===== config.mk =====
export PLATFORM = sky130hd
export DESIGN_NAME = cron_entry_matcher_core
export DESIGN_NICKNAME = d
export VERILOG_FILES = /design/src/rtl/cem_pkg.sv /design/src/rtl/cron_entry_matcher_core.sv
export SDC_FILE = /design/constraint.sdc
export NUM_CORES = 1
export LEC_CHECK = 0
export BUFFER_PORTS_ARGS = -buffer_cell sky130_fd_sc_hd__buf_2
export CORE_ASPECT_RATIO = 0.8
export CORE_UTILIZATION = 45
export DETAILED_ROUTE_END_ITERATION = 6
export SLEW_MARGIN = 10
export SYNTH_ARGS = -nofsm -noshare
export SYNTH_HDL_FRONTEND = slang
export SYNTH_SLANG_ARGS = --single-unit

===== constraint.sdc =====
create_clock -name clk -period 3.8 [get_ports clk]
set_input_delay 0.57 -clock clk [delete_from_list [all_inputs] [get_ports clk]]
set_output_delay 0.57 -clock clk [all_outputs]
set_load 0.02 [all_outputs]

===== src/rtl/cem_pkg.sv =====
// Shared types and constants for the cron entry matcher.
// Holds the stored job entry layout and the unpacking of a loaded entry word.
// No dependencies.
package cem_pkg;

	localparam logic FUNC_WRITE = 1'b0;
	localparam logic FUNC_TICK  = 1'b1;

	localparam logic [6:0] DOW_MASK = 7'h7f;

	typedef struct packed {
		logic       en;
		logic [6:0] dow;
		logic [4:0] hh;
		logic [5:0] mm;
		logic [1:0] rt;
		logic [8:0] val;
	} job_entry_t;

	// Unpack a loaded word: en[31], dow[30:24], hh[23:19], mm[18:13], rt[12:11], val[8:0].
	function automatic job_entry_t unpack_entry(input logic [31:0] w);
		job_entry_t e;
		e.en  = w[31];
		e.dow = w[30:24] & DOW_MASK;
		e.hh  = w[23:19];
		e.mm  = w[18:13];
		e.rt  = w[12:11];
		e.val = w[8:0];
		return e;
	endfunction

endpackage


===== src/rtl/cron_entry_matcher_core.sv =====
// Cron entry matcher: job table in a synchronous memory, scanned one entry a cycle.
// Depends on cem_pkg for the entry layout and function codes.
// Write request, or tick with clock_valid low: busy in FLUSH only, its single result (not fired, last) follows.
// Tick request with clock_valid high: busy through SCAN (one memory read per entry), WAIT and FLUSH;
// matched results stream out during the scan, at most one per cycle, the final one when busy drops.
// The receiver cannot stall. Reset clears control state and the per-entry valid bits,
// so every entry reads as disabled until written; no clearing pass is needed.
module cron_entry_matcher_core #(
	parameter int ENTRIES = 16
) (
	input  logic        clk,
	input  logic        arst_n,
	input  logic        start,
	output logic        busy,
	input  logic        func,
	input  logic [3:0]  entry_index,
	input  logic [31:0] entry_word,
	input  logic [2:0]  weekday,
	input  logic [4:0]  hour,
	input  logic [5:0]  minute,
	input  logic        clock_valid,
	output logic        done,
	output logic        fired,
	output logic [3:0]  job_index,
	output logic [1:0]  routine,
	output logic [8:0]  job_value,
	output logic        last
);
	import cem_pkg::*;

	localparam int IW = (ENTRIES > 1) ? $clog2(ENTRIES) : 1;

	localparam logic [1:0] ST_IDLE  = 2'd0;
	localparam logic [1:0] ST_SCAN  = 2'd1;
	localparam logic [1:0] ST_WAIT  = 2'd2;
	localparam logic [1:0] ST_FLUSH = 2'd3;

	logic [1:0] state_q;

	logic [29:0]        mem [ENTRIES];
	logic [ENTRIES-1:0] vld_q;

	logic [IW-1:0] cnt_q;
	logic [2:0]    wd_q;
	logic [4:0]    hr_q;
	logic [5:0]    mn_q;

	logic          rd_vld_s1;
	logic          rd_last_s1;
	logic          ent_vld_s1;
	logic [IW-1:0] idx_s1;
	logic [29:0]   rd_data_s1;

	logic          pend_vld_q;
	logic [IW-1:0] pend_idx_q;
	logic [1:0]    pend_rt_q;
	logic [8:0]    pend_val_q;

	logic          done_q;
	logic          fired_q;
	logic [3:0]    job_index_q;
	logic [1:0]    routine_q;
	logic [8:0]    job_value_q;
	logic          last_q;

	logic          accept;
	logic          wr_ok;
	logic [IW+3:0] wr_ext;
	logic [IW-1:0] wr_addr;
	logic          issue;
	logic          issue_last;
	job_entry_t    ent_s1;
	logic [7:0]    dow_ext;
	logic          hit_s1;
	logic [IW+3:0] pend_idx_ext;

	assign busy       = (state_q != ST_IDLE);
	assign accept     = start && !busy;
	assign wr_ok      = (32'(entry_index) < ENTRIES);
	assign wr_ext     = (IW+4)'(entry_index);
	assign wr_addr    = wr_ext[IW-1:0];
	assign issue      = (state_q == ST_SCAN);
	assign issue_last = issue && (cnt_q == IW'(ENTRIES - 1));

	assign ent_s1       = job_entry_t'(rd_data_s1);
	assign dow_ext      = {1'b0, ent_s1.dow};
	assign hit_s1       = rd_vld_s1 && ent_vld_s1 && ent_s1.en && dow_ext[wd_q]
		&& (ent_s1.hh == hr_q) && (ent_s1.mm == mn_q);
	assign pend_idx_ext = (IW+4)'(pend_idx_q);

	// Table memory: write on an accepted write request, read one entry per scan cycle.
	always_ff @(posedge clk) begin
		if (accept && (func == FUNC_WRITE) && wr_ok) begin
			mem[wr_addr] <= 30'(unpack_entry(entry_word));
		end
		if (issue) begin
			rd_data_s1 <= mem[cnt_q];
		end
	end

	always_ff @(posedge clk or negedge arst_n) begin
		if (!arst_n) begin
			vld_q <= '0;
		end else if (accept && (func == FUNC_WRITE) && wr_ok) begin
			vld_q[wr_addr] <= 1'b1;
		end
	end

	always_ff @(posedge clk) begin
		if (accept) begin
			wd_q <= weekday;
			hr_q <= hour;
			mn_q <= minute;
		end
		if (issue) begin
			ent_vld_s1 <= vld_q[cnt_q];
			idx_s1     <= cnt_q;
			rd_last_s1 <= issue_last;
		end
	end

	always_ff @(posedge clk or negedge arst_n) begin
		if (!arst_n) begin
			state_q   <= ST_IDLE;
			cnt_q     <= '0;
			rd_vld_s1 <= 1'b0;
		end else begin
			rd_vld_s1 <= issue;
			unique case (state_q)
				ST_IDLE: begin
					cnt_q <= '0;
					if (accept) begin
						state_q <= (func == FUNC_TICK && clock_valid) ? ST_SCAN : ST_FLUSH;
					end
				end
				ST_SCAN: begin
					cnt_q <= cnt_q + 1'b1;
					if (issue_last) begin
						state_q <= ST_WAIT;
					end
				end
				ST_WAIT: begin
					if (rd_vld_s1 && rd_last_s1) begin
						state_q <= ST_FLUSH;
					end
				end
				ST_FLUSH: begin
					state_q <= ST_IDLE;
				end
				default: begin
					state_q <= ST_IDLE;
				end
			endcase
		end
	end

	// Hold the latest match back one step so the final one can carry last.
	always_ff @(posedge clk or negedge arst_n) begin
		if (!arst_n) begin
			pend_vld_q <= 1'b0;
			done_q     <= 1'b0;
		end else begin
			if (state_q == ST_FLUSH) begin
				done_q     <= 1'b1;
				pend_vld_q <= 1'b0;
			end else if (hit_s1) begin
				done_q     <= pend_vld_q;
				pend_vld_q <= 1'b1;
			end else begin
				done_q <= 1'b0;
			end
		end
	end

	always_ff @(posedge clk) begin
		if (state_q == ST_FLUSH) begin
			fired_q     <= pend_vld_q;
			job_index_q <= pend_vld_q ? pend_idx_ext[3:0] : 4'd0;
			routine_q   <= pend_vld_q ? pend_rt_q : 2'd0;
			job_value_q <= pend_vld_q ? pend_val_q : 9'd0;
			last_q      <= 1'b1;
		end else if (hit_s1) begin
			fired_q     <= 1'b1;
			job_index_q <= pend_idx_ext[3:0];
			routine_q   <= pend_rt_q;
			job_value_q <= pend_val_q;
			last_q      <= 1'b0;
			pend_idx_q  <= idx_s1;
			pend_rt_q   <= ent_s1.rt;
			pend_val_q  <= ent_s1.val;
		end
	end

	assign done      = done_q;
	assign fired     = fired_q;
	assign job_index = job_index_q;
	assign routine   = routine_q;
	assign job_value = job_value_q;
	assign last      = last_q;

	a_accept_busy: assert property (@(posedge clk) disable iff (!arst_n)
		accept |=> busy)
		else $error("accepted request did not raise busy");

	a_last_idle: assert property (@(posedge clk) disable iff (!arst_n)
		(done_q && last_q) |-> !busy)
		else $error("final result while still busy");

	a_idle_no_pend: assert property (@(posedge clk) disable iff (!arst_n)
		(state_q == ST_IDLE) |-> !pend_vld_q)
		else $error("pending match left over after a run");

	a_read_in_scan: assert property (@(posedge clk) disable iff (!arst_n)
		rd_vld_s1 |-> (state_q == ST_SCAN || state_q == ST_WAIT))
		else $error("read data returned outside a scan");

	a_nofire_last: assert property (@(posedge clk) disable iff (!arst_n)
		(done_q && !fired_q) |-> last_q)
		else $error("not-fired result without last");

endmodule


# == Word-level counts from Yosys, hierarchy flattened ==
# Memory sizes are Yosys's and may differ from the RTL's. A register that Yosys moved wholly into a read port is not among the register bits.
# Cells that the tools add are included.
# word_totals
regBits,77
ramBits,480
elab_cells,84
memories,1
# classes
n_addsub,1
n_lt_le_gt_ge,4
n_eq_ne,9
mux,28
bitwise,3
reduce_logical,18
# mem_list
name,depth,width,rd,rd_ports_with_merged_regs,wr,line,rtl
mem,16,30,1,1,1,cron_entry_matcher_core.sv:40,logic [29:0] mem [ENTRIES];
# ops
operator,count
two-way mux 9 bit,3
bitwise OR 16 bit,1
two-way mux 2 bit,7
two-way mux 4 bit,3
logical AND 1 bit,11
"< comparator 4 x 5 -> 1 bit, second input constant",2
two-way mux 1 bit,10
one-hot mux 2 bit (4 select lines),1
one-hot mux 4 bit (2 select lines),1
equality test 6 bit,1
nonzero test 2 bit,3
equality test 5 bit,1
"adder 4 x 1 -> 4 bit, second input constant",1
binary-select mux 1 bit (select 4 bit),1
demux 1 bit (select 4 bit),1
"equality test 2 bit, second input constant",2
"equality test 4 bit, second input constant",1
"greater-or-equal comparator 4 x 1 -> 1 bit, second input constant",1
"< comparator 3 x 4 -> 1 bit, second input constant",1
"inequality test 2 bit, second input constant",2
binary-select mux 1 bit (select 3 bit),1
AND reduction 3 bit,1
"equality test 2 x 1 -> 1 bit, second input constant",1
logical NOT 2 bit,1
4 further kinds,5

# == Longest topological paths before layout ==
# Gate-level depths: netlist of run 1.
# logic_depth
depth_word,7
mapped_depth,6
depth_no_buf,6

# == Least setup slack after synthesis of run 1 ==
# Ideal clock, no wire load.
# synth_timing
path_kind,reg2reg
from,register state_q[0]
to,"memory mem[4][0], enable pin"
arrival_time_ns,2.538
t_required_ns,3.382
path_slack_ns,0.844
stages_incl_launch_ff,6
n_path_buf,0
path_cell_list,dfrtp_1 -> inv_1 -> ha_1 -> nand3b_1 -> or3_1 -> nor2_1
# synth_between
elab_chain_cells,6
# synth_lines
element,line,rtl
from (decl),cron_entry_matcher_core.sv:38,logic [1:0] state_q;
from (signal assigned),cron_entry_matcher_core.sv:133,state_q <= (func == FUNC_TICK && clock_valid) ? ST_SCAN : ST_FLUSH;
nonzero test 2 bit,cron_entry_matcher_core.sv:77,assign busy = (state_q != ST_IDLE);
logical NOT 1 bit,cron_entry_matcher_core.sv:78,assign accept = start && !busy;
logical AND 1 bit,cron_entry_matcher_core.sv:78,
logical AND 1 bit,cron_entry_matcher_core.sv:93,if (accept && (func == FUNC_WRITE) && wr_ok) begin
two-way mux 1 bit,cron_entry_matcher_core.sv:93,
two-way mux 1 bit (not written as such),cron_entry_matcher_core.sv:94,mem[wr_addr] <= 30'(unpack_entry(entry_word));
to (decl),cron_entry_matcher_core.sv:40,
# No other way between the ends.

# == Worst setup path after layout of run 1 ==
# layout_timing
from,register state_q[0]
to,"memory mem[2][13], enable pin"
# Same word-level chain as after synthesis.

==> run metrics, run 1 <==
status finished clean; H-Tree Level Count 2; Cells after Synth 909; Final Hold Vio Count 0; Port Buffers 71; IO Pins 74; CTS tree yes; DP HPWL 25100 um; PwrDens 641 nW/um^2; largest net degree at the start of global routing 99; WL per Instance 26.8 um; Overflow after GRT 0; DR pass1 iterations 7; DRC viols 0; Fill cells 3720; pre-CTS WS 947 ps; Initial DRC Count 907; clock root cell clkbuf_16; Overall Power 16.2 mW; clk sink count 587; Total GRT Usage 19.3%; Max Buffers Root-to-Sink 3; most common cell after layout, fill and taps aside edfxtp_1; Crit Reg-Reg Startpoint state_q[0]; GP Congestion 0.726; via count 9648; non-filler cells, final 1713; Core Rows 72; Final Slew Violations 0; WHS Endpoint hr_q[1]; CP max FO 17; Crit path buffers/inverters 2; EDFF count, synth 561; ys async rst share 4.26%; crit path kind reg -> reg; Final WS setup 940 ps; Achievable Freq 350 MHz; yosys warns 0; final std cell area, no fill 25200 um^2; setup_tns 0 ps; total core area 48300 um^2; Worst-path clk slew 60 ps; Tmin final 2860 ps; Worst Setup End Kind flop; full die area 49800 um^2; Synth cell types 36; CP arrival 3150 ps; R2R Setup Slk 940 ps; leakage 7.95 nW; Worst setup SP type flop; Vias per Instance 5.63; met1 WL 20600 um; cell class contributing the biggest share of worst-path delay simple AND/OR/NAND/NOR gates; sequential fraction of the synthesis area 79.4%; vias in the first global route 10100; Setup violations, final 0; ANT nets after route 0; Critical-path top delay cell nor2_4; Worst R2R End mem[2][13]; synthesized area per cell 24.2 um^2; worst-path cell chain inv_1 -> ha_1 -> nand3b_1 -> nor2_1 -> nand2_1 -> nor2_4 -> buf_4; Crit path largest cell delay 720 ps; dpl cells 1608; reg2reg path depth 7; global-route wire length before repair 68500 um; Yosys reg bits 587; Worst Skew 24.0 ps; cts repair resizes 0; mux cell area share after synthesis 16.0%; Initial Util 45.6%; Area Overhead vs Synth 14.6%; Post-CTS Hold Fix Bufs 1; initial antenna violation count 1; DIE WIDTH 249 um; share of layout cells above drive strength 1 34.6%; Post-CTS Setup Inserts 0; worst skew pair latency 610 ps; top sig layer met5; post-synthesis adder-cell area fraction 0.341%; Max-slew headroom 40.9%; most frequent cells in the layout 561 x edfxtp_1, 156 x mux4_2, 71 x buf_2, 57 x clkbuf_16, 30 x buf_4; worst hold path depth 1; Peak VDD IR 372 uV; placed cell area 23500 um^2; RSZ-0062 raised after global routing false; Slew @ Worst Pin 886 ps; metal3 WL 2890 um; largest family of logic cells by synthesized area multiplexers; nets 1099; period utilisation layout 75.3%; compound-cell area share of the yosys netlist 0.869%; Hold Crit Class in -> reg; routed wire length 45900 um; Post-Synth Simple-Gate Area 1.69%; total clock buffers created by CTS 56; max-cap violation count 0; Synth Flop Type edfxtp_1; Worst Path Required 4090 ps; XOR/XNOR share of the synthesized area 0.517%; hold path start hour[1]; synthesized net count 970; die height 200 um; WL met2 21500 um; Post-Syn Area 22000 um^2
==> per-layer routing <==
metal,vias up,track usage (%)
li1,4126,-
met1,5147,28.3
met2,306,30.2
met3,67,3.28
met4,2,5.44
met5,-,0
==> through the flow <==
step / hold WS, ps / utilization, %
floorplan: 274 / -
global placement: 400 / 48.6
detailed placement: 405 / 48.6
CTS: 99.6 / 52.3
global route: 110 / 52.3
finish: 149 / 52.3
==> worst max path at each step <==
| stage | start | end | slack (ps) | cells past startpoint |
|---|---|---|---|---|
| after global placement | state_q[0] | mem[0][24] | 950 | 6 |
| after CTS | state_q[0] | mem[0][19] | 910 | 6 |
| after floorplan | state_q[0] | mem[4][0] | 840 | 5 |
| after global routing | state_q[1] | mem[0][19] | 740 | 6 |
| after detailed placement | state_q[0] | mem[0][24] | 950 | 6 |
| final | state_q[0] | mem[2][13] | 940 | 7 |
==> sequential cells by signal, summed over array words and instances (netlist names), 5 cells and up <==
name,flops
ent_s1,30
hr_q,5
job_value,9
mem,480
mn_q,6
pend_val_q,9
vld_q,16
==> logic make-up (layout without fill, tap and decap cells) <==
logic type                 Yosys count  count (layout)
AOI/OAI and AO/OA                   27              27
muxes                              158             158
buffers and inverters               45             219
adders and majority gates            6               6
and+or+nand+nor                     73              73
xor gates and xnor gates            13              13
DFF                                587             587
other                                0               1
==> cell usage after synthesis, types with 6 or more instances <==
library cell  count  area (um^2)
o21bai_1         12         90.1
ha_1              6         75.1
and2_1           17          106
edfxtp_1        561        16800
buf_2            18         90.1
or2_2             6         37.5
inv_1             7         26.3
clkbuf_1         14         52.6
nor2_1           21         78.8
dfrtp_1          25          626
nand2_1          10         37.5
nand3_1           6         30.0
xor2_1           12          105
mux4_2          156         3510
==> worst reg2reg max path, delay by kind of cell, from the launching register on <==
family                   cells  cell delay (ps)
buffers and inverters        2              460
adder cells (fa/ha/maj)      1              270
AND/OR/NAND/NOR              4             1410
flip-flops                   1              420
==> power breakdown <==
part           switching [mW]  leakage, nW  internal (mW)
Combinational            1.42         1.68           1.43
Clock                    2.35        0.875           3.08
Sequential              0.286         5.40           7.61
Total                    4.05         7.95           12.1
==> layout make-up <==
cell class	count	area (um^2)	share of cell area, %
diodes	1	2.50	0.00992
clock buffers	65	1460	5.77
clock inverters	38	315	1.25
inverters	7	26.3	0.104
multi-input cells	277	4420	17.5
flip-flops and latches	587	17500	69.4
well taps	629	787	3.12
repair buffers	109	731	2.90
Power figures use the tool's default switching activity.
==> inputs of run 2 (changes only) <==
clock period = 2.8 ns   (was 3.8 ns; I/O delays follow)
==> run metrics, run 2 (synthesis results as in run 1) <==
most common cell after layout, fill and taps aside edfxtp_1; global-route wire length before repair 68300 um; DP HPWL 24300 um; Achievable Freq 414 MHz; CTS tree yes; cts repair resizes 0; Slew @ Worst Pin 752 ps; IO Pins 74; Worst Skew 28.4 ps; share of layout cells above drive strength 1 34.1%; clk sink count 587; Post-CTS Setup Inserts 0; routed wire length 46300 um; PwrDens 859 nW/um^2; Worst setup SP type flop; WHS Endpoint state_q[1]; Final Slew Violations 0; max-cap violation count 0; initial antenna violation count 2; GP Congestion 0.794; Max Buffers Root-to-Sink 3; Initial Util 45.6%; status finished clean; Peak VDD IR 532 uV; Overflow after GRT 0; CP max FO 30; largest net degree at the start of global routing 48; DRC viols 0; DR pass1 iterations 5; placed cell area 23800 um^2; nets 1125; Fill cells 3671; via count 9795; full die area 49800 um^2; period utilisation layout 86.2%; vias in the first global route 10100; Port Buffers 71; Core Rows 72; worst skew pair latency 610 ps; reg2reg path depth 7; max reg flops 480; Vias per Instance 5.64; RSZ-0062 raised after global routing false; Setup violations, final 0; final std cell area, no fill 25700 um^2; total core area 48300 um^2; clock root cell clkbuf_16; leakage 8.10 nW; CP arrival 2680 ps; Overall Power 22.1 mW; Worst R2R End mem[14][21]; total clock buffers created by CTS 56; hold_ws 142 ps; Worst Path Required 3070 ps; R2R Setup Slk 390 ps; Max-slew headroom 49.8%; H-Tree Level Count 2; ANT nets after route 0; hold path start clock_valid; Initial DRC Count 995; Worst Setup End Kind flop; die height 200 um; worst hold path depth 4; most frequent cells in the layout 561 x edfxtp_1, 156 x mux4_2, 71 x buf_2, 58 x clkbuf_16, 27 x buf_12; Final WS setup 387 ps; crit path kind reg -> reg; pre-CTS WS 376 ps; WL per Instance 26.7 um; Top reg by flops mem; Worst-path clk slew 60 ps; Tmin final 2410 ps; Hold Crit Class in -> reg; Total GRT Usage 19.2%; Final Hold Vio Count 0; ANT cells 0; DIE WIDTH 249 um; Crit Reg-Reg Startpoint state_q[1]; Area Overhead vs Synth 16.6%
## run 2: cell types whose count changed in the layout (fill, tap and decap cells not counted), sizes merged, moves of 2 or more
cell and change:
bufinv -2, clkinv -5, buf +12, clkbuf +8, dlygate4sd3 +14, clkinvlp -2
## run 2: repair_timing
action,4_1_cts,5_1_grt
setup endpoints to repair,0,0
endpoints found under the hold margin,39,0
hold buffers,15,0
## run 2: worst max path at each step
| stage | start | end | slack [ps] | cells after the start |
|---|---|---|---|---|
| global placement | state_q[0] | mem[2][7] | 450 | 7 |
| finish | state_q[1] | mem[14][21] | 390 | 7 |
| CTS | state_q[1] | mem[0][27] | 360 | 6 |
| global route | state_q[1] | mem[14][21] | 230 | 7 |
| detailed placement | state_q[1] | mem[0][7] | 380 | 6 |
| floorplan | state_q[0] | mem[4][0] | -160 | 5 |
## run 2: layout make-up
class / instances / area (um^2) / share of cell area [%]
clock buffer: 73 / 1520 / 5.91
clock inverter: 28 / 219 / 0.853
inverter: 7 / 26.3 / 0.102
multi-input combinational: 277 / 4420 / 17.2
sequential: 587 / 17500 / 68.2
tap: 629 / 787 / 3.06
timing repair buffer: 135 / 1210 / 4.72
## run 2: layer usage
| layer | vias to the layer above | track usage [%] | wire (um) |
|---|---|---|---|
| met2 | 269 | 30.4 | 21600 |
| met1 | 5294 | 28.0 | 21400 |
| met3 | 68 | 3.11 | 2370 |
| met4 | 0 | 5.58 | 931 |
| li1 | 4164 | - | - |
| met5 | - | 0 | 0 |
## run 2: worst max-delay path, stage by stage, from the launching register on
cell      delay [ps]
dfrtp_1          400
inv_1            130
ha_1             300
nand3b_1         200
nor2_1           140
nand2_1          370
nor2_4           230
buf_12           290
## run 2: through the flow
step	setup TNS [ps]	cells	util [%]
after floorplan	-27140	909	-
after global placement	0	1620	49.3
after detailed placement	0	1620	49.3
after CTS	0	1736	53.2
after global routing	0	1736	53.2
final	0	1736	53.2
## run 2: power breakdown
group	total (mW)	internal, mW	leakage (nW)	switching, mW
registers	10.7	10.3	5.40	0.370
logic	4.11	2.15	1.85	1.97
clock network	7.26	4.08	0.851	3.18
==> inputs of run 3 (changes only) <==
==> constraint.sdc (replaced) <==
create_clock -name clk -period 2.8 [get_ports clk]
set_input_delay 0.56 -clock clk [delete_from_list [all_inputs] [get_ports clk]]
set_output_delay 0.56 -clock clk [all_outputs]
set_load 0.02 [all_outputs]
==> run metrics, run 3 (synthesis results as in run 1) <==
Max-slew headroom 49.5%; max-cap violation count 0; status finished clean; crit path kind reg -> reg; Tmin final 2430 ps; Hold Crit Class in -> reg; CP max FO 16; share of layout cells above drive strength 1 34.4%; clock root cell clkbuf_16; CP arrival 2690 ps; Top reg by flops mem; most frequent cells in the layout 561 x edfxtp_1, 156 x mux4_2, 71 x buf_2, 55 x clkbuf_16, 23 x buf_12; Worst-path clk slew 60 ps; Max Buffers Root-to-Sink 3; Worst Setup End Kind flop; period utilisation layout 86.7%; Initial Util 45.6%; Peak VDD IR 624 uV; Worst Skew 29.5 ps; RSZ-0062 raised after global routing false; IO Pins 74; Crit path largest cell delay 510 ps; WL per Instance 26.4 um; Initial DRC Count 937; Final Slew Violations 0; worst-path cell chain nand2b_1 -> a2111oi_0 -> nand4_1 -> o21ai_2 -> buf_4; Vias per Instance 5.60; total clock buffers created by CTS 55; Critical-path top delay cell edfxtp_1; total core area 48300 um^2; DR pass1 iterations 5; DP HPWL 24000 um; vias in the first global route 9911; Achievable Freq 412 MHz; CTS tree yes; routed wire length 45300 um; cts repair resizes 0; DIE WIDTH 249 um; global-route wire length before repair 67200 um; die height 200 um; Fill cells 3714; ANT nets after route 0; Setup violations, final 0; Port Buffers 71; Total GRT Usage 18.9%; final std cell area, no fill 25400 um^2; placed cell area 23700 um^2; initial antenna violation count 0; Worst setup SP type flop; H-Tree Level Count 2; max reg flops 480; Final Hold Vio Count 0; Overflow after GRT 0; clk sink count 587; Core Rows 72; GP Congestion 0.791; Area Overhead vs Synth 15.4%; leakage 7.98 nW; worst skew pair latency 600 ps; full die area 49800 um^2; DRC viols 0; largest net degree at the start of global routing 46; pre-CTS WS 354 ps; via count 9612; Final WS setup 371 ps; PwrDens 858 nW/um^2; Worst Path Required 3060 ps; post-layout util 52.6%; Slew @ Worst Pin 756 ps; most common cell after layout, fill and taps aside edfxtp_1; nets 1105
## run 3: cell types whose count changed in the layout (fill, tap and decap cells not counted), sizes merged
cell	before	now
dlygate4sd3	15	1
buf	120	115
clkinv	24	19
bufinv	3	4
clkbuf	73	72
clkinvlp	0	1
diode	0	1
inv	8	9
## run 3: final cells by class
class | instances | area (um^2) | area share [%]
clock buffers | 72 | 1450 | 5.71
well taps | 629 | 787 | 3.10
diodes | 1 | 2.50 | 0.00985
flip-flops and latches | 587 | 17500 | 68.9
repair buffers | 116 | 983 | 3.87
clock inverters | 26 | 240 | 0.945
multi-input cells | 277 | 4420 | 17.4
inverters | 7 | 26.3 | 0.103
## run 3: per-layer routing
layer	GRT usage, %	share of wire (%)	vias up
met2	29.4	47	219
li1	-	-	4134
met5	0	0	-
met1	28.4	47	5196
met4	4.60	1.8	0
met3	2.81	4.3	63
## run 3: path summary, 6_finish.rpt
check / start / endpoint / slack [ps] / cells after the start
max reg2reg: wd_q[2] / job_value[6] / 370 / 5
min: minute[1] / mn_q[1] / 160 / 1
max: wd_q[2] / job_value[6] / 370 / 5
min in group asynchronous: arst_n / vld_q[4] / 520 / 2
min reg2reg: idx_s1[1] / pend_idx_q[1] / 420 / 0
max in group asynchronous: arst_n / cnt_q[0] / 1840 / 2
## run 3: power by group
part | internal, mW | switching [mW] | leakage (nW) | total (mW)
Combinational | 2.02 | 1.98 | 1.76 | 4.01
Sequential | 10.3 | 0.332 | 5.40 | 10.7
Clock | 4.01 | 3.12 | 0.828 | 7.12
Total | 16.4 | 5.43 | 7.98 | 21.8
## run 3: timing repair
| action | CTS | global route |
|---|---|---|
| endpoints found under the hold margin | 25 | 0 |
| hold buffers | 1 | 0 |
| buffers inserted | 0 | 0 |
## run 3: stage by stage
step                power, mW  TNS, ps  hold WS [ps]  instances
floorplan                13.6   -27140           264        909
global placement         14.9        0           401       1615
detailed placement       14.9        0           407       1615
CTS                      22.0        0           124       1714
global route             22.6        0           122       1714
finish                   21.8        0           156       1715
## run 3: critical path, delay by kind of cell, from the launching register on
kind | cells | cell delay, ps
AOI/OAI and AO/OA | 2 | 680
buffers and inverters | 1 | 330
DFF | 1 | 510
and+or+nand+nor | 2 | 570
